===== config.mk =====
export PLATFORM = sky130hd
export DESIGN_NAME = joystick_frame_deframer_core
export DESIGN_NICKNAME = d
export VERILOG_FILES = /design/src/design/jfd_pkg.sv /design/src/design/jfd_cfg_regs.sv /design/src/design/jfd_frame_track.sv /design/src/design/jfd_result_reg.sv /design/src/design/joystick_frame_deframer_core.sv
export VERILOG_INCLUDE_DIRS = /design/src /design/src/design
export SDC_FILE = /design/constraint.sdc
export NUM_CORES = 1
export LEC_CHECK = 0
export BUFFER_PORTS_ARGS = -buffer_cell sky130_fd_sc_hd__clkbuf_2
export CAP_MARGIN = 20
export CORE_ASPECT_RATIO = 1.1
export CORE_MARGIN = 2
export CORE_UTILIZATION = 49
export CTS_CLUSTER_DIAMETER = 120
export DETAILED_ROUTE_END_ITERATION = 12
export PLACE_DENSITY = 0.68
export SETUP_SLACK_MARGIN = 0.02
export SLEW_MARGIN = 30
export SYNTH_ARGS = -nofsm -noshare
export SYNTH_HDL_FRONTEND = slang
export SYNTH_SLANG_ARGS = --single-unit

===== constraint.sdc =====
create_clock -name clk_i -period 8.8 [get_ports clk_i]
set_input_delay 0 -clock clk_i [delete_from_list [all_inputs] [get_ports clk_i]]
set_output_delay 0 -clock clk_i [all_outputs]
set_load 0.02 [all_outputs]

===== src/design/joystick_frame_deframer_core_defines.svh =====
// ----------------------------------------------------------------------------
// Joystick frame deframer assertion macros
// Shared concurrent assertion forms, clocked on clk_i, idle during reset.
// ----------------------------------------------------------------------------
`ifndef JOYSTICK_FRAME_DEFRAMER_CORE_DEFINES_SVH
`define JOYSTICK_FRAME_DEFRAMER_CORE_DEFINES_SVH

// same-cycle implication
`define JFD_ASSERT_NOW(label, ante, cons, msg) \
  label: assert property (@(posedge clk_i) disable iff (!rst_ni) \
    (ante) |-> (cons)) else $error(msg);

// next-cycle implication
`define JFD_ASSERT_NEXT(label, ante, cons, msg) \
  label: assert property (@(posedge clk_i) disable iff (!rst_ni) \
    (ante) |=> (cons)) else $error(msg);

`endif


===== src/design/jfd_pkg.sv =====
// ----------------------------------------------------------------------------
// Joystick frame deframer package
// Frame geometry, register indexes, shared structs and the axis mapping.
// ----------------------------------------------------------------------------
`default_nettype none

package jfd_pkg;

  // frame geometry: header, body, one footer byte
  localparam int HEAD_BYTES = 1;
  localparam int BODY_BYTES = 4;
  localparam int FRAME_LEN  = HEAD_BYTES + BODY_BYTES + 1;

  localparam int BYTE_W = 8;
  localparam int POS_W  = 3;
  localparam int AXIS_W = 16;
  localparam int IDX_W  = 3;

  // axis map: floor(b * 16384 / 100) = (b * ceil(2^25 / 25)) >> 13
  localparam int QOne       = 16384;
  localparam int AxisRecip  = 1342178;
  localparam int AxisShift  = 13;
  localparam int ProdW      = 29;

  // configuration register indexes
  typedef enum logic [IDX_W-1:0] {
    CFG_HEADER   = 3'd0,
    CFG_FOOTER   = 3'd1,
    CFG_X_POS    = 3'd2,
    CFG_Y_POS    = 3'd3,
    CFG_OBST_POS = 3'd4,
    CFG_ARM_POS  = 3'd5
  } cfg_idx_e;

  typedef struct packed {
    logic [BYTE_W-1:0] header;
    logic [BYTE_W-1:0] footer;
    logic [POS_W-1:0]  x_pos;
    logic [POS_W-1:0]  y_pos;
    logic [POS_W-1:0]  obst_pos;
    logic [POS_W-1:0]  arm_pos;
  } cfg_t;

  // selected frame bytes, frame_ok marks a good footer on this request
  typedef struct packed {
    logic              frame_ok;
    logic [BYTE_W-1:0] x_byte;
    logic [BYTE_W-1:0] y_byte;
    logic [BYTE_W-1:0] obst_byte;
    logic [BYTE_W-1:0] arm_byte;
  } sel_t;

  // tracker status for checking
  typedef struct packed {
    logic             step;
    logic [POS_W-1:0] pos;
  } trk_stat_t;

  // 0..200 -> -1..1 in signed Q2.14
  function automatic logic signed [AXIS_W-1:0] axis_map(input logic [BYTE_W-1:0] b);
    logic [ProdW-1:0]  prod;
    logic [AXIS_W-1:0] scaled;
    prod     = ProdW'(b) * ProdW'(AxisRecip);
    scaled   = prod[ProdW-1:AxisShift];
    axis_map = $signed(scaled - AXIS_W'(QOne));
  endfunction

endpackage

`default_nettype wire


===== src/design/jfd_cfg_regs.sv =====
// ----------------------------------------------------------------------------
// Joystick frame deframer configuration registers
// Write-only register file decoded from the index of the write port.
// ----------------------------------------------------------------------------
`default_nettype none

module jfd_cfg_regs (
  input  wire logic                      clk_i,
  input  wire logic                      rst_ni,
  input  wire logic                      cfg_we_i,
  input  wire logic [jfd_pkg::IDX_W-1:0] cfg_idx_i,
  input  wire logic [jfd_pkg::BYTE_W-1:0] cfg_data_i,
  output jfd_pkg::cfg_t                  cfg_o
);

  jfd_pkg::cfg_t cfg_q, cfg_d;

  // register decode
  always_comb begin
    cfg_d = cfg_q;
    if (cfg_we_i) begin
      unique case (jfd_pkg::cfg_idx_e'(cfg_idx_i))
        jfd_pkg::CFG_HEADER:   cfg_d.header   = cfg_data_i;
        jfd_pkg::CFG_FOOTER:   cfg_d.footer   = cfg_data_i;
        jfd_pkg::CFG_X_POS:    cfg_d.x_pos    = cfg_data_i[jfd_pkg::POS_W-1:0];
        jfd_pkg::CFG_Y_POS:    cfg_d.y_pos    = cfg_data_i[jfd_pkg::POS_W-1:0];
        jfd_pkg::CFG_OBST_POS: cfg_d.obst_pos = cfg_data_i[jfd_pkg::POS_W-1:0];
        jfd_pkg::CFG_ARM_POS:  cfg_d.arm_pos  = cfg_data_i[jfd_pkg::POS_W-1:0];
        default:               cfg_d = cfg_q;
      endcase
    end
  end

  always_ff @(posedge clk_i or negedge rst_ni) begin
    if (!rst_ni) begin
      cfg_q.header   <= '0;
      cfg_q.footer   <= '0;
      cfg_q.x_pos    <= jfd_pkg::POS_W'(1);
      cfg_q.y_pos    <= jfd_pkg::POS_W'(2);
      cfg_q.obst_pos <= jfd_pkg::POS_W'(3);
      cfg_q.arm_pos  <= jfd_pkg::POS_W'(4);
    end else begin
      cfg_q <= cfg_d;
    end
  end

  assign cfg_o = cfg_q;

endmodule

`default_nettype wire


===== src/design/jfd_frame_track.sv =====
// ----------------------------------------------------------------------------
// Joystick frame deframer frame tracker
// Input register, frame position counter and capture of the frame bytes.
// ----------------------------------------------------------------------------
`default_nettype none

module jfd_frame_track (
  input  wire logic                       clk_i,
  input  wire logic                       rst_ni,
  input  wire jfd_pkg::cfg_t              cfg_i,
  input  wire logic                       in_valid_i,
  output logic                            in_ready_o,
  input  wire logic [jfd_pkg::BYTE_W-1:0] in_byte_i,
  input  wire logic                       adv_i,
  output jfd_pkg::sel_t                   sel_o,
  output jfd_pkg::trk_stat_t              stat_o
);

  localparam logic [jfd_pkg::POS_W-1:0] FooterPos = jfd_pkg::POS_W'(jfd_pkg::FRAME_LEN - 1);
  // header and body bytes; the footer is taken from the input register
  localparam int StoreLen = jfd_pkg::FRAME_LEN - 1;

  logic                                     in_valid_q, in_valid_d;
  logic [jfd_pkg::BYTE_W-1:0]               in_byte_q;
  logic [jfd_pkg::BYTE_W-1:0]               last_q;
  logic [jfd_pkg::POS_W-1:0]                pos_q, pos_d;
  logic [StoreLen-1:0][jfd_pkg::BYTE_W-1:0] store_q;
  logic                                     fire, step, open, at_footer, capture;

  // pick a frame byte: footer slot is the byte on hand, past the frame is zero
  function automatic logic [jfd_pkg::BYTE_W-1:0] pick(
    input logic [jfd_pkg::POS_W-1:0]                idx,
    input logic [StoreLen-1:0][jfd_pkg::BYTE_W-1:0] frame,
    input logic [jfd_pkg::BYTE_W-1:0]               cur
  );
    pick = '0;
    if (idx == FooterPos) pick = cur;
    for (int i = 0; i < StoreLen; i++) begin
      if (idx == jfd_pkg::POS_W'(i)) pick = frame[i];
    end
  endfunction

  // input register handshake
  assign in_ready_o = !in_valid_q || adv_i;
  assign fire       = in_valid_i && in_ready_o;
  assign step       = in_valid_q && adv_i;

  always_comb begin
    in_valid_d = in_valid_q;
    if (fire)       in_valid_d = 1'b1;
    else if (adv_i) in_valid_d = 1'b0;
  end

  // frame position
  assign open      = (pos_q == '0) && (in_byte_q == cfg_i.header) && (last_q == cfg_i.footer);
  assign at_footer = (pos_q == FooterPos);
  assign capture   = (pos_q == '0) ? open : !at_footer;

  always_comb begin
    pos_d = pos_q;
    if (step) begin
      if (pos_q == '0)    pos_d = open ? jfd_pkg::POS_W'(1) : '0;
      else if (at_footer) pos_d = '0;
      else                pos_d = pos_q + jfd_pkg::POS_W'(1);
    end
  end

  always_ff @(posedge clk_i or negedge rst_ni) begin
    if (!rst_ni) begin
      in_valid_q <= 1'b0;
      pos_q      <= '0;
      last_q     <= '0;
    end else begin
      in_valid_q <= in_valid_d;
      pos_q      <= pos_d;
      if (step) last_q <= in_byte_q;
    end
  end

  // frame byte capture at the current position
  always_ff @(posedge clk_i) begin
    if (fire) in_byte_q <= in_byte_i;
    if (step && capture) begin
      for (int i = 0; i < StoreLen; i++) begin
        if (pos_q == jfd_pkg::POS_W'(i)) store_q[i] <= in_byte_q;
      end
    end
  end

  // selected bytes toward the result stage
  always_comb begin
    sel_o.frame_ok  = step && at_footer && (in_byte_q == cfg_i.footer);
    sel_o.x_byte    = pick(cfg_i.x_pos, store_q, in_byte_q);
    sel_o.y_byte    = pick(cfg_i.y_pos, store_q, in_byte_q);
    sel_o.obst_byte = pick(cfg_i.obst_pos, store_q, in_byte_q);
    sel_o.arm_byte  = pick(cfg_i.arm_pos, store_q, in_byte_q);
  end

  assign stat_o.step = step;
  assign stat_o.pos  = pos_q;

endmodule

`default_nettype wire


===== src/design/jfd_result_reg.sv =====
// ----------------------------------------------------------------------------
// Joystick frame deframer result register
// Axis mapping and the output register of the master stream.
// ----------------------------------------------------------------------------
`default_nettype none

module jfd_result_reg (
  input  wire logic          clk_i,
  input  wire logic          rst_ni,
  input  wire jfd_pkg::sel_t sel_i,
  output logic               adv_o,
  output logic               out_valid_o,
  input  wire logic          out_ready_i,
  output logic [47:0]        out_data_o
);

  logic        out_valid_q, out_valid_d;
  logic [47:0] out_data_q, out_data_d;

  // stage may move when the result register is empty or being drained
  assign adv_o = !out_valid_q || out_ready_i;

  always_comb begin
    out_valid_d = out_valid_q;
    if (adv_o) out_valid_d = sel_i.frame_ok;
  end

  // pack: axis_x, axis_y, obstacle_flag, arm_state from bit 0 up
  always_comb begin
    out_data_d[15:0]  = jfd_pkg::axis_map(sel_i.x_byte);
    out_data_d[31:16] = jfd_pkg::axis_map(sel_i.y_byte);
    out_data_d[39:32] = sel_i.obst_byte;
    out_data_d[47:40] = sel_i.arm_byte;
  end

  always_ff @(posedge clk_i or negedge rst_ni) begin
    if (!rst_ni) begin
      out_valid_q <= 1'b0;
    end else begin
      out_valid_q <= out_valid_d;
    end
  end

  always_ff @(posedge clk_i) begin
    if (sel_i.frame_ok) out_data_q <= out_data_d;
  end

  assign out_valid_o = out_valid_q;
  assign out_data_o  = out_data_q;

endmodule

`default_nettype wire


===== src/design/joystick_frame_deframer_core.sv =====
// ----------------------------------------------------------------------------
// Joystick frame deframer core
// Parses received bytes into header/body/footer frames and emits mapped axes.
// ----------------------------------------------------------------------------
//  channel   dir  width  contents
//  s_axis    in   8      rx_byte
//  m_axis    out  48     axis_x, axis_y, obstacle_flag, arm_state
//  cfg       in   8      register write, index 0..5
//
// One byte is taken per cycle unless the result register stalls; a result
// is made from its footer byte (the input register feeds the result register).
// Reset clears the position counter, the previous byte and all valid flags.
// A stalled result register holds the input register; input keeps flowing
// as long as the input register or the result register is empty, or the
// result register is drained in the same cycle.
// ----------------------------------------------------------------------------
`default_nettype none

`include "joystick_frame_deframer_core_defines.svh"

module joystick_frame_deframer_core (
  input  wire logic        clk_i,
  input  wire logic        rst_ni,
  input  wire logic        s_axis_tvalid,
  output logic             s_axis_tready,
  input  wire logic [7:0]  s_axis_tdata,   // [7:0] rx_byte
  output logic             m_axis_tvalid,
  input  wire logic        m_axis_tready,
  output logic [47:0]      m_axis_tdata,   // [15:0] axis_x, [31:16] axis_y,
                                           // [39:32] obstacle_flag, [47:40] arm_state
  input  wire logic        cfg_we_i,
  input  wire logic [2:0]  cfg_idx_i,
  input  wire logic [7:0]  cfg_data_i
);

  jfd_pkg::cfg_t      cfg;
  jfd_pkg::sel_t      sel;
  jfd_pkg::trk_stat_t stat;
  logic               adv;

  jfd_cfg_regs u_cfg (
    .clk_i      (clk_i),
    .rst_ni     (rst_ni),
    .cfg_we_i   (cfg_we_i),
    .cfg_idx_i  (cfg_idx_i),
    .cfg_data_i (cfg_data_i),
    .cfg_o      (cfg)
  );

  jfd_frame_track u_track (
    .clk_i      (clk_i),
    .rst_ni     (rst_ni),
    .cfg_i      (cfg),
    .in_valid_i (s_axis_tvalid),
    .in_ready_o (s_axis_tready),
    .in_byte_i  (s_axis_tdata),
    .adv_i      (adv),
    .sel_o      (sel),
    .stat_o     (stat)
  );

  jfd_result_reg u_result (
    .clk_i       (clk_i),
    .rst_ni      (rst_ni),
    .sel_i       (sel),
    .adv_o       (adv),
    .out_valid_o (m_axis_tvalid),
    .out_ready_i (m_axis_tready),
    .out_data_o  (m_axis_tdata)
  );

  // position never runs past the footer slot
  `JFD_ASSERT_NOW(a_pos_range, 1'b1, int'(stat.pos) < jfd_pkg::FRAME_LEN, "frame position out of range")
  // a good frame is only reported on the footer byte
  `JFD_ASSERT_NOW(a_ok_at_footer, sel.frame_ok, stat.step && (int'(stat.pos) == jfd_pkg::FRAME_LEN - 1), "frame_ok off the footer slot")
  // a good frame always reaches the result register
  `JFD_ASSERT_NEXT(a_ok_to_out, sel.frame_ok, m_axis_tvalid, "good frame lost")

endmodule

`default_nettype wire

==> metrics.txt <==
status=finished, final reports clean; die area=about 24000 µm²; setup TNS=0 ns; Max Clk Rate=153.5 MHz; layout cells sized above 1=0.1596; Starting Density=0.5019; # diodes=0; worst reg-to-reg setup slack=2.28 ns; Arrival @ worst endpoint=roughly 6.7 ns; routed length per instance=18.98 µm; Synth Area per Inst=10.60 µm²; dpl cell area=between 10000 and 15000 µm²; worst setup path category=reg -> reg; Vias=slightly above 8000; CTS Buffer Depth=2; Place WS=approximately 2.3 ns; grt total ovfl=0; commonest non-fill, non-tap cell in the layout=inv_1; worst setup path start=u_cfg.cfg_o[8]; Slew Viols, Final=0; io pins=74; crit path launch type=register; CP max FO=17; Hold Crit Start=cfg_idx_i[2]; Final #Nets=1353; ys async rst share=0.2993; slew margin rel.=0.3198; maxcap violations=0; final worst-path cycle share=0.7405; top cell type's share of synthesized area=0.2581; synth top area cells=edfxtp_1, ha_1, fa_1; sequential fraction of the synthesis area=0.3505; Least-Margin Pin Slew=a little over 1 ns; PortBufs=73; Tot GR Track Use=0.2381; global-route wire length before repair=43670 µm; reg2reg start=u_cfg.cfg_o[8]; gate count of the mapped netlist=approximately 1100; CTS Buf Count=17; worst setup margin=between 2 and 2.5 ns; CP most frequent cell=fa_1; H-Tree Depth=4; post-route ant nets=0; Synthesized Nets=~1300; drt total wl=around 27000 µm; area delta synth->final=13.10%; TritonCTS clock tree=done; Hold Path Class=in -> reg; Crit Reg-Reg Endpoint=u_result.out_data_o[26]; Clock Latency Late Sink=roughly 0.43 ns; Yosys reg bits=between 100 and 150; Hold Crit Depth=4; Hold Path End=u_cfg.cfg_o[10]; ys flop type=edfxtp_1; WHS=roughly 0.057 ns; synthesized area=around 11000 µm²; worst path cell trace=and2b_1 -> nand2_1 -> a21oi_1 -> o32a_1 -> inv_1 -> fa_1 -> fa_1 -> fa_1 -> inv_1 -> fa_1 -> ha_1 -> a21oi_1 -> nor2_1 -> a211oi_1 -> o21ai_0 -> a21oi_1 -> nand2_1 -> a211o_1 -> a311oi_1 -> nor2_1; pin count of the biggest net entering global routing=between 40 and 50; Ys Warns=0; Final Cell Area=12630 µm²; DIE HEIGHT=~160 µm; initial DRC count=548; initial antenna violation count=0; Root Buffer=clkbuf_16; max incr delay on CP=~0.62 ns; worst path required time=approximately 9.0 ns; RSZ-0062 raised after global routing=false; crit path max-delay cell type=and2b_1; drt drc=0; final setup fails=0; depth of the worst register-to-register path=20; core area=between 20000 and 25000 µm²; Row Count=57; # clock sinks=~140; RD Place Congestion=0.9745; post-DP HPWL=between 20000 and 25000 µm; Final Hold Fails=0; number of global-route vias before repair=a little over 8000; Unique masters post-synth=74; minimum clock period=6.517 ns; critical path capture point type=register; clk slew on worst S/H paths=~0.06 ns; Die W=between 100 and 150 µm; clock skew=0.01507 ns; drt via density=5.566; EDFF count, synth=96; leading area contributor after synthesis=edfxtp_1; most frequent cells in the layout=inv_1, ha_1, edfxtp_1; DR pass1 iterations=5
-- sequential cells by signal (all words and copies together), names as in the netlist --
name / flops
u_track.store_q: 40
u_track.last_q: 8
u_track.in_valid_q: 1
u_result.out_data_o: 48
u_cfg.cfg_o: 28
u_track.pos_q: 3
u_result.out_valid_o: 1
u_track.in_byte_q: 8
-- synthesized netlist by cell type (6+ instances only) --
cell and count:
inv_1 152, nand4_1 8, dfrtp_1 36, nor4_1 7, clkbuf_1 24, nand2b_1 12
mux2_2 31, xnor2_1 28, o22ai_1 11, and2_1 8, o21ai_0 34, a211oi_1 6
a21o_1 14, edfxtp_1 96, fa_1 65, o21a_1 14, xor2_1 26, a21oi_1 59
ha_1 124, nand2_1 79, nor2_1 66, o221ai_1 7, mux2i_1 17, nor3_1 8
a22oi_1 7, and3_1 7, mux4_2 7, nor2b_1 12, buf_2 7
-- stage by stage --
step | util | std cells
2_1_floorplan | - | 1054
3_3_place_gp | 0.5309 | 1395
3_5_place_dp | 0.5312 | 1395
4_1_cts | 0.5675 | 1448
5_1_grt | 0.5676 | 1448
6_report | 0.5676 | 1448
-- worst max path at each step --
stage / to / slack, ns / cells after the start
floorplan: u_result.out_data_o[0] / 2.44 / 5
global placement: u_result.out_data_o[26] / 2.45 / 20
detailed placement: u_result.out_data_o[26] / 2.29 / 20
CTS: u_result.out_data_o[26] / 2.29 / 20
global route: u_result.out_data_o[26] / 1.93 / 20
finish: u_result.out_data_o[26] / 2.28 / 20
-- repair_timing --
item,CTS,global route
setup buffers,0,0
hold endpoints to repair,78,0
hold buffers,21,0
resized for setup,0,0
-- layout make-up --
cell class,instances,area [µm²]
Multi-Input combinational cell,728,6525
Inverter,152,570.5
Clock buffer,21,493.0
Tap cell,295,369.1
Clock inverter,11,105.1
Sequential cell,137,3915
Fill cell,1948,9620
Timing Repair Buffer,104,653.1
-- routing by layer --
metal  vias to the layer above  GRT usage  part of all wire
met2                       294     0.4087              0.48
met5                         -          0                 0
met1                      3858     0.2979              0.42
met4                         0     0.1069             0.046
li1                       3826          -                 -
met3                        81    0.03754             0.053
-- critical path: cells and delay by family, from the launching register on --
family	cells	cell delay [ns]
AO/OA/AOI/OAI	8	1.99
buffers and inverters	2	0.24
adder cells (fa/ha/maj)	5	2.44
flip-flops	1	0.56
AND/OR/NAND/NOR	5	1.00
-- kinds of logic (layout without fill, tap and decap cells) --
kind of cell | Yosys count | in the layout | synth area share
xor+xnor | 54 | 54 | 0.04235
simple gates | 229 | 229 | 0.09724
compound gates | 201 | 201 | 0.1274
flops | 137 | 137 | 0.3505
buf+inv | 189 | 288 | 0.06643
mux | 55 | 55 | 0.06061
fa+ha+maj | 189 | 189 | 0.2554
Power is left out: the tool's default activity adds up to more than one toggle a clock period on the data nets, which glitch-free logic cannot reach.
